File: config.mk
export PLATFORM = sky130hd
export DESIGN_NAME = forth_data_stack_unit_flat
export DESIGN_NICKNAME = d
export VERILOG_FILES = /design/src/fdsu_pkg.sv /design/src/fdsu_op_if.sv /design/src/fdsu_res_if.sv /design/src/fdsu_cell.sv /design/src/fdsu_ctrl.sv /design/src/forth_data_stack_unit.sv /design/src/flat_wrapper.sv
export SDC_FILE = /design/constraint.sdc
export NUM_CORES = 2
export LEC_CHECK = 0
export BUFFER_PORTS_ARGS = -buffer_cell sky130_fd_sc_hd__buf_2
export CORE_MARGIN = 2
export CORE_UTILIZATION = 45
export DETAILED_ROUTE_END_ITERATION = 16
export PLACE_DENSITY = 0.7
export SLEW_MARGIN = 20
export SYNTH_ARGS = -nofsm -noshare
export SYNTH_HDL_FRONTEND = slang
export SYNTH_HIERARCHICAL = 1
export SYNTH_SLANG_ARGS = --single-unit
File: constraint.sdc
create_clock -name clk -period 32.1 [get_ports clk]
set_input_delay 1.605 -clock clk [delete_from_list [all_inputs] [get_ports clk]]
set_output_delay 1.605 -clock clk [all_outputs]
set_load 0.01 [all_outputs]
File: src/fdsu_pkg.sv
// fdsu_pkg: shared types, constants and decode tables of the forth data stack unit
`timescale 1ns / 1ps
package fdsu_pkg;

	// sizes of the stack
	localparam int STACK_DEPTH = 64;
	localparam int CELL_WIDTH  = 16;
	localparam int TOP_CELLS   = 4;
	localparam int DEPTH_W     = $clog2(STACK_DEPTH + 1);
	localparam int CMP_W       = (CELL_WIDTH > DEPTH_W) ? CELL_WIDTH : DEPTH_W;

	// fixed field widths of the channels
	localparam int OP_W        = 4;
	localparam int VALUE_W     = 16;
	localparam int STATUS_W    = 2;
	localparam int DEPTH_OUT_W = 7;

	typedef logic [CELL_WIDTH-1:0]  cell_t;
	typedef logic [DEPTH_W-1:0]     depth_t;
	typedef logic [DEPTH_W:0]       dwide_t;
	typedef logic [CMP_W-1:0]       cmp_t;
	typedef logic [VALUE_W-1:0]     value_t;
	typedef logic [DEPTH_OUT_W-1:0] depth_out_t;

	localparam dwide_t DEPTH_LIM = dwide_t'(STACK_DEPTH);
	localparam cmp_t   PTR_LIM   = cmp_t'(STACK_DEPTH);

	typedef enum logic [OP_W-1:0] {
		OP_PUSH     = 4'd0,
		OP_POP      = 4'd1,
		OP_DUP      = 4'd2,
		OP_QDUP     = 4'd3,
		OP_DROP     = 4'd4,
		OP_OVER     = 4'd5,
		OP_ROT      = 4'd6,
		OP_SWAP     = 4'd7,
		OP_MINUSROT = 4'd8,
		OP_PRESS    = 4'd9,
		OP_2SWAP    = 4'd10,
		OP_2DUP     = 4'd11,
		OP_2DROP    = 4'd12,
		OP_2OVER    = 4'd13,
		OP_SPFETCH  = 4'd14,
		OP_SPSTORE  = 4'd15
	} op_t;

	typedef enum logic [STATUS_W-1:0] {
		ST_OK     = 2'd0,
		ST_UNDER  = 2'd1,
		ST_OVER   = 2'd2,
		ST_BADPTR = 2'd3
	} status_t;

	// ring movement of the cell row: up makes the stack deeper
	typedef enum logic [2:0] {
		SH_HOLD,
		SH_UP1,
		SH_UP2,
		SH_DN1,
		SH_DN2
	} shift_t;

	typedef enum logic {
		FSM_IDLE,
		FSM_ROT
	} fsm_t;

	// control broadcast to the row, with overrides for the top cells
	typedef struct packed {
		shift_t                    sh;
		logic  [TOP_CELLS-1:0]     wr;
		cell_t [TOP_CELLS-1:0]     wdata;
	} chain_ctl_t;

	// control seen by one cell
	typedef struct packed {
		shift_t sh;
		logic   wr;
		cell_t  wdata;
	} cell_ctl_t;

	// number of cells an operation needs on the stack
	function automatic logic [2:0] need_of(op_t op);
		logic [2:0] n;
		unique case (op)
			OP_PUSH, OP_SPFETCH:                         n = 3'd0;
			OP_POP, OP_DUP, OP_QDUP, OP_DROP, OP_SPSTORE: n = 3'd1;
			OP_OVER, OP_SWAP, OP_PRESS, OP_2DUP, OP_2DROP: n = 3'd2;
			OP_ROT, OP_MINUSROT:                         n = 3'd3;
			OP_2SWAP, OP_2OVER:                          n = 3'd4;
			default:                                     n = 3'd0;
		endcase
		return n;
	endfunction

	// size of the depth change (sp store handled apart)
	function automatic logic [1:0] grow_mag_of(op_t op);
		logic [1:0] m;
		unique case (op)
			OP_PUSH, OP_POP, OP_DUP, OP_QDUP, OP_DROP,
			OP_OVER, OP_PRESS, OP_SPFETCH:             m = 2'd1;
			OP_2DUP, OP_2DROP, OP_2OVER:               m = 2'd2;
			default:                                   m = 2'd0;
		endcase
		return m;
	endfunction

	// depth change is a shrink
	function automatic logic grow_dn_of(op_t op);
		return (op == OP_POP) || (op == OP_DROP) || (op == OP_PRESS) || (op == OP_2DROP);
	endfunction

endpackage

File: src/fdsu_op_if.sv
// fdsu_op_if: request channel carrying one stack operation
`timescale 1ns / 1ps
interface fdsu_op_if;
	logic                                  valid;
	logic                                  ready;
	logic [fdsu_pkg::OP_W-1:0]             operation;
	fdsu_pkg::value_t                      push_value;

	modport source (output valid, output operation, output push_value, input ready);
	modport sink   (input valid, input operation, input push_value, output ready);
endinterface

File: src/fdsu_res_if.sv
// fdsu_res_if: result channel carrying top cell, status and depth
`timescale 1ns / 1ps
interface fdsu_res_if;
	logic                           valid;
	logic                           ready;
	fdsu_pkg::value_t               top_value;
	logic [fdsu_pkg::STATUS_W-1:0]  status;
	fdsu_pkg::depth_out_t           depth;

	modport source (output valid, output top_value, output status, output depth, input ready);
	modport sink   (input valid, input top_value, input status, input depth, output ready);
endinterface

File: src/fdsu_cell.sv
// fdsu_cell: one storage cell of the rotating stack row
`timescale 1ns / 1ps
module fdsu_cell (
	input  logic                clk,
	input  fdsu_pkg::cell_ctl_t ctl,
	input  fdsu_pkg::cell_t     shal1,
	input  fdsu_pkg::cell_t     shal2,
	input  fdsu_pkg::cell_t     deep1,
	input  fdsu_pkg::cell_t     deep2,
	output fdsu_pkg::cell_t     val,
	output fdsu_pkg::cell_t     nxt
);

	fdsu_pkg::cell_t val_q;
	fdsu_pkg::cell_t moved;

	// pick the neighbour value for the ring movement
	always_comb begin
		unique case (ctl.sh)
			fdsu_pkg::SH_UP1: moved = shal1;
			fdsu_pkg::SH_UP2: moved = shal2;
			fdsu_pkg::SH_DN1: moved = deep1;
			fdsu_pkg::SH_DN2: moved = deep2;
			default:          moved = val_q;
		endcase
		nxt = ctl.wr ? ctl.wdata : moved;
	end

	// cell storage
	always_ff @(posedge clk) begin
		val_q <= nxt;
	end

	assign val = val_q;

endmodule

File: src/fdsu_ctrl.sv
// fdsu_ctrl: decode, depth tracking, sp store sequencer and result register
`timescale 1ns / 1ps
module fdsu_ctrl (
	input  logic                                         clk,
	input  logic                                         arst_n,
	fdsu_op_if.sink                                      cmd,
	fdsu_res_if.source                                   rsp,
	input  fdsu_pkg::cell_t [fdsu_pkg::TOP_CELLS-1:0]    top4,
	input  fdsu_pkg::cell_t                              top_nxt,
	output fdsu_pkg::chain_ctl_t                         chain
);

	fdsu_pkg::fsm_t    state_q, state_nxt;
	fdsu_pkg::depth_t  depth_q, depth_nxt;
	fdsu_pkg::depth_t  target_q;
	logic              rsp_valid_q;
	fdsu_pkg::value_t  rsp_top_q;
	fdsu_pkg::status_t rsp_status_q;
	fdsu_pkg::depth_t  rsp_depth_q;

	fdsu_pkg::op_t     op;
	fdsu_pkg::cell_t   pv, a, b, c, d;
	logic              go;
	logic [1:0]        grow_mag;
	logic              grow_dn;
	fdsu_pkg::status_t status;
	logic              sp_ok;
	logic              rot_up;
	fdsu_pkg::depth_t  rot_dist;
	logic              load;
	fdsu_pkg::cell_t   res_top;
	fdsu_pkg::status_t res_status;

	assign op = fdsu_pkg::op_t'(cmd.operation);
	assign pv = fdsu_pkg::cell_t'(cmd.push_value);
	assign a  = top4[0];
	assign b  = top4[1];
	assign c  = top4[2];
	assign d  = top4[3];

	assign cmd.ready = (state_q == fdsu_pkg::FSM_IDLE) && (!rsp_valid_q || rsp.ready);
	assign go        = cmd.valid && cmd.ready;

	// checks on the incoming request
	always_comb begin
		grow_mag = fdsu_pkg::grow_mag_of(op);
		grow_dn  = fdsu_pkg::grow_dn_of(op);
		if (op == fdsu_pkg::OP_QDUP && depth_q != '0 && a == '0) begin
			grow_mag = 2'd0;
		end
		priority if (depth_q < fdsu_pkg::depth_t'(fdsu_pkg::need_of(op))) begin
			status = fdsu_pkg::ST_UNDER;
		end else if (!grow_dn && grow_mag != 2'd0 &&
				({1'b0, depth_q} + fdsu_pkg::dwide_t'(grow_mag)) > fdsu_pkg::DEPTH_LIM) begin
			status = fdsu_pkg::ST_OVER;
		end else if (op == fdsu_pkg::OP_SPSTORE && fdsu_pkg::cmp_t'(a) > fdsu_pkg::PTR_LIM) begin
			status = fdsu_pkg::ST_BADPTR;
		end else begin
			status = fdsu_pkg::ST_OK;
		end
		sp_ok = (op == fdsu_pkg::OP_SPSTORE) && (status == fdsu_pkg::ST_OK);
		// distance still to rotate for sp store
		rot_up   = target_q > depth_q;
		rot_dist = rot_up ? (target_q - depth_q) : (depth_q - target_q);
	end

	// next state
	always_comb begin
		state_nxt = state_q;
		unique case (state_q)
			fdsu_pkg::FSM_IDLE: begin
				if (go && sp_ok) begin
					state_nxt = fdsu_pkg::FSM_ROT;
				end
			end
			fdsu_pkg::FSM_ROT: begin
				if (rot_dist == '0) begin
					state_nxt = fdsu_pkg::FSM_IDLE;
				end
			end
			default: state_nxt = fdsu_pkg::FSM_IDLE;
		endcase
	end

	// row control, new depth and result
	always_comb begin
		chain.sh    = fdsu_pkg::SH_HOLD;
		chain.wr    = '0;
		chain.wdata = '0;
		depth_nxt   = depth_q;
		load        = 1'b0;
		res_top     = '0;
		res_status  = fdsu_pkg::ST_OK;
		unique case (state_q)
			fdsu_pkg::FSM_IDLE: begin
				if (go && status != fdsu_pkg::ST_OK) begin
					load       = 1'b1;
					res_status = status;
					res_top    = (depth_q == '0) ? '0 : a;
				end else if (go && !sp_ok) begin
					load = 1'b1;
					if (grow_dn) begin
						depth_nxt = depth_q - fdsu_pkg::depth_t'(grow_mag);
					end else begin
						depth_nxt = depth_q + fdsu_pkg::depth_t'(grow_mag);
					end
					priority case ({grow_dn, grow_mag})
						3'b001:  chain.sh = fdsu_pkg::SH_UP1;
						3'b010:  chain.sh = fdsu_pkg::SH_UP2;
						3'b101:  chain.sh = fdsu_pkg::SH_DN1;
						3'b110:  chain.sh = fdsu_pkg::SH_DN2;
						default: chain.sh = fdsu_pkg::SH_HOLD;
					endcase
					// overrides of the top cells, new frame
					unique case (op)
						fdsu_pkg::OP_PUSH: begin
							chain.wr[0] = 1'b1; chain.wdata[0] = pv;
						end
						fdsu_pkg::OP_DUP, fdsu_pkg::OP_PRESS: begin
							chain.wr[0] = 1'b1; chain.wdata[0] = a;
						end
						fdsu_pkg::OP_QDUP: begin
							chain.wr[0] = grow_mag != 2'd0; chain.wdata[0] = a;
						end
						fdsu_pkg::OP_OVER: begin
							chain.wr[0] = 1'b1; chain.wdata[0] = b;
						end
						fdsu_pkg::OP_ROT: begin
							chain.wr[2:0] = 3'b111;
							chain.wdata[2] = b; chain.wdata[1] = a; chain.wdata[0] = c;
						end
						fdsu_pkg::OP_SWAP: begin
							chain.wr[1:0] = 2'b11;
							chain.wdata[1] = a; chain.wdata[0] = b;
						end
						fdsu_pkg::OP_MINUSROT: begin
							chain.wr[2:0] = 3'b111;
							chain.wdata[2] = a; chain.wdata[1] = c; chain.wdata[0] = b;
						end
						fdsu_pkg::OP_2SWAP: begin
							chain.wr = '1;
							chain.wdata[3] = b; chain.wdata[2] = a;
							chain.wdata[1] = d; chain.wdata[0] = c;
						end
						fdsu_pkg::OP_2DUP: begin
							chain.wr[1:0] = 2'b11;
							chain.wdata[1] = b; chain.wdata[0] = a;
						end
						fdsu_pkg::OP_2OVER: begin
							chain.wr[1:0] = 2'b11;
							chain.wdata[1] = d; chain.wdata[0] = c;
						end
						fdsu_pkg::OP_SPFETCH: begin
							chain.wr[0] = 1'b1; chain.wdata[0] = fdsu_pkg::cell_t'(depth_q);
						end
						default: begin
							chain.wr = '0;
						end
					endcase
					if (op == fdsu_pkg::OP_POP) begin
						res_top = a;
					end else begin
						res_top = (depth_nxt == '0) ? '0 : top_nxt;
					end
				end
			end
			fdsu_pkg::FSM_ROT: begin
				// walk the ring towards the stored depth, at most two cells a cycle
				if (rot_dist == '0) begin
					load    = 1'b1;
					res_top = (depth_q == '0) ? '0 : a;
				end else if (rot_dist == fdsu_pkg::depth_t'(1)) begin
					chain.sh  = rot_up ? fdsu_pkg::SH_UP1 : fdsu_pkg::SH_DN1;
					depth_nxt = rot_up ? depth_q + fdsu_pkg::depth_t'(1)
					                   : depth_q - fdsu_pkg::depth_t'(1);
				end else begin
					chain.sh  = rot_up ? fdsu_pkg::SH_UP2 : fdsu_pkg::SH_DN2;
					depth_nxt = rot_up ? depth_q + fdsu_pkg::depth_t'(2)
					                   : depth_q - fdsu_pkg::depth_t'(2);
				end
			end
			default: begin
				load = 1'b0;
			end
		endcase
	end

	// control registers
	always_ff @(posedge clk or negedge arst_n) begin
		if (!arst_n) begin
			state_q     <= fdsu_pkg::FSM_IDLE;
			depth_q     <= '0;
			rsp_valid_q <= 1'b0;
		end else begin
			state_q <= state_nxt;
			depth_q <= depth_nxt;
			if (load) begin
				rsp_valid_q <= 1'b1;
			end else if (rsp.ready) begin
				rsp_valid_q <= 1'b0;
			end
		end
	end

	// payload registers
	always_ff @(posedge clk) begin
		if (go && sp_ok) begin
			target_q <= fdsu_pkg::depth_t'(a);
		end
		if (load) begin
			rsp_top_q    <= fdsu_pkg::value_t'(res_top);
			rsp_status_q <= res_status;
			rsp_depth_q  <= depth_nxt;
		end
	end

	assign rsp.valid     = rsp_valid_q;
	assign rsp.top_value = rsp_top_q;
	assign rsp.status    = rsp_status_q;
	assign rsp.depth     = fdsu_pkg::depth_out_t'(rsp_depth_q);

endmodule

File: src/forth_data_stack_unit.sv
// forth_data_stack_unit: top level, ring of stack cells under one controller
//
//   channel  role    payload
//   cmd      sink    operation, push_value
//   rsp      source  top_value, status, depth
//
// One request a cycle for every operation but sp store, while the result register
// is empty or drained; its result sits in the output register the cycle after the
// request is taken. sp store rotates the cell ring at most two places a cycle until
// the top lines up with the new depth.
// Reset clears the depth to zero; cell contents stay unknown until written.
// A new request is taken only when the result register is empty or drained.
`timescale 1ns / 1ps
module forth_data_stack_unit (
	input  logic       clk,
	input  logic       arst_n,
	fdsu_op_if.sink    cmd,
	fdsu_res_if.source rsp
);

	fdsu_pkg::cell_t                           val [fdsu_pkg::STACK_DEPTH];
	fdsu_pkg::cell_t                           nxt [fdsu_pkg::STACK_DEPTH];
	fdsu_pkg::cell_t [fdsu_pkg::TOP_CELLS-1:0] top4;
	fdsu_pkg::chain_ctl_t                      chain;

	// controller
	fdsu_ctrl u_ctrl (
		.clk     (clk),
		.arst_n  (arst_n),
		.cmd     (cmd),
		.rsp     (rsp),
		.top4    (top4),
		.top_nxt (nxt[0]),
		.chain   (chain)
	);

	// ring of cells, cell 0 holds the top of stack
	for (genvar k = 0; k < fdsu_pkg::STACK_DEPTH; k++) begin : g_cell
		fdsu_pkg::cell_ctl_t ctl;
		if (k < fdsu_pkg::TOP_CELLS) begin : g_top
			assign ctl.sh    = chain.sh;
			assign ctl.wr    = chain.wr[k];
			assign ctl.wdata = chain.wdata[k];
			assign top4[k]   = val[k];
		end else begin : g_deep
			assign ctl.sh    = chain.sh;
			assign ctl.wr    = 1'b0;
			assign ctl.wdata = '0;
		end
		fdsu_cell u_cell (
			.clk   (clk),
			.ctl   (ctl),
			.shal1 (val[(k + fdsu_pkg::STACK_DEPTH - 1) % fdsu_pkg::STACK_DEPTH]),
			.shal2 (val[(k + fdsu_pkg::STACK_DEPTH - 2) % fdsu_pkg::STACK_DEPTH]),
			.deep1 (val[(k + 1) % fdsu_pkg::STACK_DEPTH]),
			.deep2 (val[(k + 2) % fdsu_pkg::STACK_DEPTH]),
			.val   (val[k]),
			.nxt   (nxt[k])
		);
	end

endmodule

File: src/flat_wrapper.sv
// flat-port wrapper written by rule: the top's interface ports become plain ports
module forth_data_stack_unit_flat 
  (clk, arst_n, cmd_valid, cmd_operation, cmd_push_value, cmd_ready, rsp_valid, rsp_top_value, rsp_status, rsp_depth, rsp_ready);
  fdsu_op_if cmd_i ();
  fdsu_res_if rsp_i ();
  input  logic clk;
  input  logic arst_n;
  input wire logic [$bits(cmd_i.valid)-1:0] cmd_valid;
  input wire logic [$bits(cmd_i.operation)-1:0] cmd_operation;
  input wire logic [$bits(cmd_i.push_value)-1:0] cmd_push_value;
  output wire logic [$bits(cmd_i.ready)-1:0] cmd_ready;
  output wire logic [$bits(rsp_i.valid)-1:0] rsp_valid;
  output wire logic [$bits(rsp_i.top_value)-1:0] rsp_top_value;
  output wire logic [$bits(rsp_i.status)-1:0] rsp_status;
  output wire logic [$bits(rsp_i.depth)-1:0] rsp_depth;
  input wire logic [$bits(rsp_i.ready)-1:0] rsp_ready;
  assign cmd_i.valid = cmd_valid;
  assign cmd_i.operation = cmd_operation;
  assign cmd_i.push_value = cmd_push_value;
  assign cmd_ready = cmd_i.ready;
  assign rsp_valid = rsp_i.valid;
  assign rsp_top_value = rsp_i.top_value;
  assign rsp_status = rsp_i.status;
  assign rsp_depth = rsp_i.depth;
  assign rsp_i.ready = rsp_ready;
  forth_data_stack_unit u_core (.clk(clk), .arst_n(arst_n), .cmd(cmd_i), .rsp(rsp_i));
endmodule
# ---- Yosys cells after proc, flatten, opt, wreduce, memory -nomap -nowiden
# Memories as Yosys holds them, arrays and structs flattened.
# Index checks and enable logic that the tools add are counted.
dict set report word_totals {
  out_inout_bits 27
  mem_bits_ro 80
  ff_bits 1065
  n_memories 2
}
# name words word_bits rd rd_ports_with_merged_regs wr line_no
set mem_list {}
lappend mem_list {{(name not given)} 16 3 1 0 0 fdsu_pkg.sv:85} ;# unique case (op)
lappend mem_list {{(name not given)} 16 2 1 0 0 fdsu_pkg.sv:99} ;# unique case (op)
dict set report op_classes {
  order_cmp 4
  muxes 117
  add_sub_neg 9
  bitwise_logic 2
  eq_ne 25
  n_reduce_logical 43
}
# op count
set ops {}
lappend ops {{$pmux 16 s4} 65}
lappend ops {{$mux 16} 11}
lappend ops {{$mux 71} 2}
lappend ops {{$pmux 16 s5} 1}
lappend ops {{$mux 7} 11}
lappend ops {{$mux 68} 1}
lappend ops {{$pmux 16 s2} 2}
lappend ops {{$eq 4x4->1 const B} 8}
lappend ops {{$logic_not 7->1} 3}
lappend ops {{$eq 4x3->1 const B} 4}
lappend ops {{$gt 16x7->1 const B} 1}
lappend ops {{$logic_not 16->1} 1}
lappend ops {{$reduce_bool 5->1} 3}
lappend ops {{$pmux 7 s2} 1}
lappend ops {{$sub 7x7->7} 2}
lappend ops {{$pmux 3 s4} 1}
lappend ops {{$logic_and 1x1->1} 11}
lappend ops {{$reduce_or 11->1} 1}
lappend ops {{$mux 1} 10}
lappend ops {{$mux 2} 5}
lappend ops {{$eq 3x2->1 const B} 3}
lappend ops {{$eq 3x3->1 const B} 3}
lappend ops {{$mux 3} 3}
lappend ops {{$reduce_or 3->1} 3}
lappend ops {{other kinds (29)} 44}

# ---- Longest topological paths before layout
dict set report depth {
  word_depth 24
  depth_mapped 26
  ltp_nobuf 21
}

# ---- By module
# Netlist, hierarchy kept.
# mod cells_per_inst instances area_per_inst_um2
set modules_own_cells {}
lappend modules_own_cells {fdsu_cell 147 64 1163.6}
lappend modules_own_cells {fdsu_ctrl 541 1 4506.8}
lappend modules_own_cells {forth_data_stack_unit 1 1 3.8}

# ---- Worst setup path before layout
# Ideal clock, no wire load.
dict set report synth_path {
  path_kind {flip-flop to flip-flop}
  startpoint {register u_core.u_ctrl.depth_q[1]}
  endpoint {register u_core.u_ctrl.rsp_top_q[10], in the netlist u_core/u_ctrl/rsp.top_value[10], data pin}
  arrival_ns 26.040
  synth_period_minus_slack_ns 26.296
  required_ns 31.844
  stages_incl_launch_ff 18
  setup_slack_ns 5.804
  path_cell_list {dfrtp_1 inv_1 ha_1 nand3b_1 a21boi_2 o21a_2 inv_2 mux2i_1 xor2_1 o41ai_1 clkbuf_1 o21ai_0 buf_2 nand3_1 buf_2 o22ai_1 a21oi_1 a22o_1}
}
# element line_no
set synth_lines {}
lappend synth_lines {{from (decl)} fdsu_ctrl.sv:14} ;# fdsu_pkg::depth_t depth_q, depth_nxt;
lappend synth_lines {{from (signal assigned)} fdsu_ctrl.sv:196} ;# depth_q <= depth_nxt;
lappend synth_lines {{to (signal assigned)} fdsu_ctrl.sv:211} ;# rsp_top_q <= fdsu_pkg::value_t'(res_top);
lappend synth_lines {{to (decl)} fdsu_ctrl.sv:17} ;# fdsu_pkg::value_t rsp_top_q;

==> impl_metrics.csv <==
group,metric,value,unit
worst_setup_path,cp_data_required_time,32.73,ns
sta,finClkSkew,0.0507,ns
logic_synthesis,ys_seq_area_share,27.5,%
clocking,cts_resized,0,
power,power,12.0,mW
layout,area_growth,8.03,%
power,power.density,141,nW/µm²
placed_design,gp_congestion,0.949,
global_route,grt_pass1_vias,76800,
die,ios,51,
run,drv_cap,0,
drt,post_drt_wl_per_cell,21.8,µm
logic_synthesis,synthTopCellsByCount,"2031 x a21oi_1, 1794 x o22ai_1, 1024 x dfxtp_1",
drt,drt-initial-drc-count,9856,
power,p_leak,31.1,nW
worst_setup_path,cp_slowest_cell,"buf_4",
sta,max_slew_margin,29.1,%
die,die_w,423,µm
logic_synthesis,muxShareOfSynthArea,10.6,%
sta,final_hold_viol_count,0,
worst_hold_path,min_path_type,"reg2reg",
worst_setup_path,cp.arrival,10.38,ns
placed_design,portBuffers,50,
worst_setup_path,cp_top_family,"buffers and inverters",
worst_setup_path,critPathLaunchType,"input pin",
clocking,cts_sinks,1065,
logic_synthesis,synth.area.top_cells,"dfxtp_1 26%, o22ai_1 14%, a21oi_1 13%, o21a_1 7.9%, mux2_2 6.4%",
global_route,gr-usage-all-layers,29.1,%
clocking,clk_pin_slew_worst_paths,0.06,ns
worst_setup_path,worst-path-buf-inv,7,
global_route,grt_pass1_wl,439,mm
worst_setup_path,critPathMostFrequentCell,"buf_4",
sta,fmax,0.103,GHz
sta,worstMarginPinSlew,1.06,ns
logic_synthesis,syn_area,79000,µm²
logic_synthesis,yosysTopAreaCellShare,26.0,%
sta,fin_crit_sh,30.4,%
die,coreArea,174000,µm²
logic_synthesis,synth_seq_cells,1065,
logic_synthesis,synthArstFlopShare,0.845,%
logic_synthesis,synth_warnings,6,
worst_setup_path,critical_path_class,"in2reg",
logic_synthesis,synth_edf_count,32,
logic_synthesis,syn_area_per_cell,7.94,µm²
outcome,outcome,"completed",
logic_synthesis,synth_xor_area_share,0.111,%
drt,antenna_left,0,
logic_synthesis,synth_simple_gate_area_share,12.6,%
die,die_area,179000,µm²
clocking,clock_latency,0.80,ns
drt,first_pass_iters,8,
sta,setup_viol,0,
logic_synthesis,yosysMostFrequentCell,"a21oi_1",
logic_synthesis,syn-instance-count,9950,
clocking,clock_path_buffers,3,
drt,vias,83300,
global_route,grt_max_degree,183,
worst_setup_path,critical_path.max_fanout,149,
layout,nNetsFinal,10400,
die,die_y,423,µm
power,vdd_drop_max,0.0000962,V
logic_synthesis,synth_top_family_by_area,"compound AO/OA/AOI/OAI gates",
clocking,cts_tree,"yes",
logic_synthesis,synthAdderAreaFrac,0.659,%
drt,viasPerCell,6.53,
logic_synthesis,ys_types,76,
global_route,antenna_found_initial,3,
logic_synthesis,yosysTopAreaCell,"dfxtp_1",
global_route,grt_overflow,0,
clocking,cts_hold_buf,0,
clocking,cts_setup_buffers,0,
layout,drive_gt1_share,10.6,%
sta,slew_viol_final,0,
worst_setup_path,crit_path_end_kind,"flip-flop",
drt,drcViolationCount,0,
worst_setup_path,crit_path_max_incr_delay,0.83,ns
clocking,cts-root-buf,"clkbuf_16",
sta,rsz0062_at_grt,"no",
die,std_cell_rows,153,
sta,final.setup.tns,0,ns
clocking,cts_buffers,119,
logic_synthesis,postSynth.topFlopCell,"dfxtp_1",
placed_design,post-dp-hpwl,195,mm
clocking,htree_levels,3,
logic_synthesis,synth_compound_area_share,40.6,%
drt,routed_wl,278,mm
sta,fin_crit,9.75,ns
die,initial_core_util,45.3,%
-- area by class of cell --
cell class,instances,area [µm²]
Clock inverter,53,601
Multi-Input combinational cell,8815,54900
Inverter,224,1000
Tap cell,2325,2910
Sequential cell,1065,21700
Timing Repair Buffer,108,761
Fill cell,16800,88900
Antenna cell,1,2.50
Clock buffer,167,3450
-- layer usage --
layer  track usage (%)  vias to the layer above  part of all wire [%]
li1                  -                    38200                     -
met1              40.8                    40000                    43
met2              45.2                     4481                    44
met3              5.14                      649                    10
met4              9.09                        0                   2.8
met5                 0                        -                     0
-- through the flow --
stage                     worst slack (ns)  hold slack (ns)  util, %  instance area, µm²  instances
after CTS                            22.63            0.518     49.0               85300      12800
final                                22.35            0.511     49.0               85300      12800
after global placement               22.13            0.484     46.6               81300      12500
after global routing                 21.87            0.538     49.0               85300      12800
after detailed placement             21.84            0.505     46.6               81300      12500
after floorplan                       5.80            0.511        -               82800      11000
-- sequential cells by signal, summed over array words and instances, names as in the netlist --
register,cells
u_core/g_cell.u_cell/val,1024
u_core/u_ctrl/rsp.top_value,16
u_core/u_ctrl/depth_q,7
u_core/u_ctrl/rsp.depth,7
u_core/u_ctrl/target_q,7
u_core/u_ctrl/rsp.status,2
u_core/u_ctrl/rsp.valid,1
u_core/u_ctrl/state_q,1
-- kinds of logic after synthesis --
family | after synthesis
other | 1
adder cells (fa/ha/maj) | 38
multiplexers | 779
flip-flops | 1065
XOR/XNOR | 10
AND/OR/NAND/NOR | 1851
buffers and inverters | 1089
AO/OA/AOI/OAI | 5117
-- worst paths after layout --
path / endpoint / slack [ns] / startpoint / cells past startpoint
max: u_core/g_cell[46].u_cell/val[13] / 22.35 / cmd_operation[1] / 25
min: u_core/u_ctrl/rsp.valid / 0.51 / u_core/u_ctrl/rsp.valid / 1
max reg2reg: u_core/g_cell[46].u_cell/val[13] / 22.71 / u_core/u_ctrl/depth_q[6] / 24
min reg2reg: u_core/u_ctrl/rsp.valid / 0.51 / u_core/u_ctrl/rsp.valid / 1
max in group asynchronous: u_core/u_ctrl/depth_q[2] / 31.21 / arst_n / 1
min in group asynchronous: u_core/u_ctrl/rsp.valid / 0.68 / arst_n / 1
-- power breakdown --
group          total [mW]  switching (mW)  internal, mW  leakage [nW]
clock                1.45           0.620         0.829          1.99
combinational        7.04            4.04          3.00          20.0
sequential           3.51            1.46          2.05          9.03
-- layout by cell type, fill, tap and decap left out, drive strengths merged, types with 9 or more instances in the layout --
master / n
a21oi: 2033
mux2: 451
nor2b: 69
conb: 1020
clkbuf: 167
mux2i: 327
bufinv: 10
ha: 32
a22oi: 19
a22o: 272
dfxtp: 1024
and3: 67
nand2: 64
and2: 22
o21ai: 80
edfxtp: 32
nand3: 70
o21a: 833
nor2: 682
nor3: 328
and2b: 64
a21o: 10
buf: 108
inv: 161
a31oi: 10
or3: 259
dfrtp: 9
a222oi: 32
nand2b: 199
o22ai: 1794
clkinv: 98
Note: power is estimated with default switching activity, not from simulation.
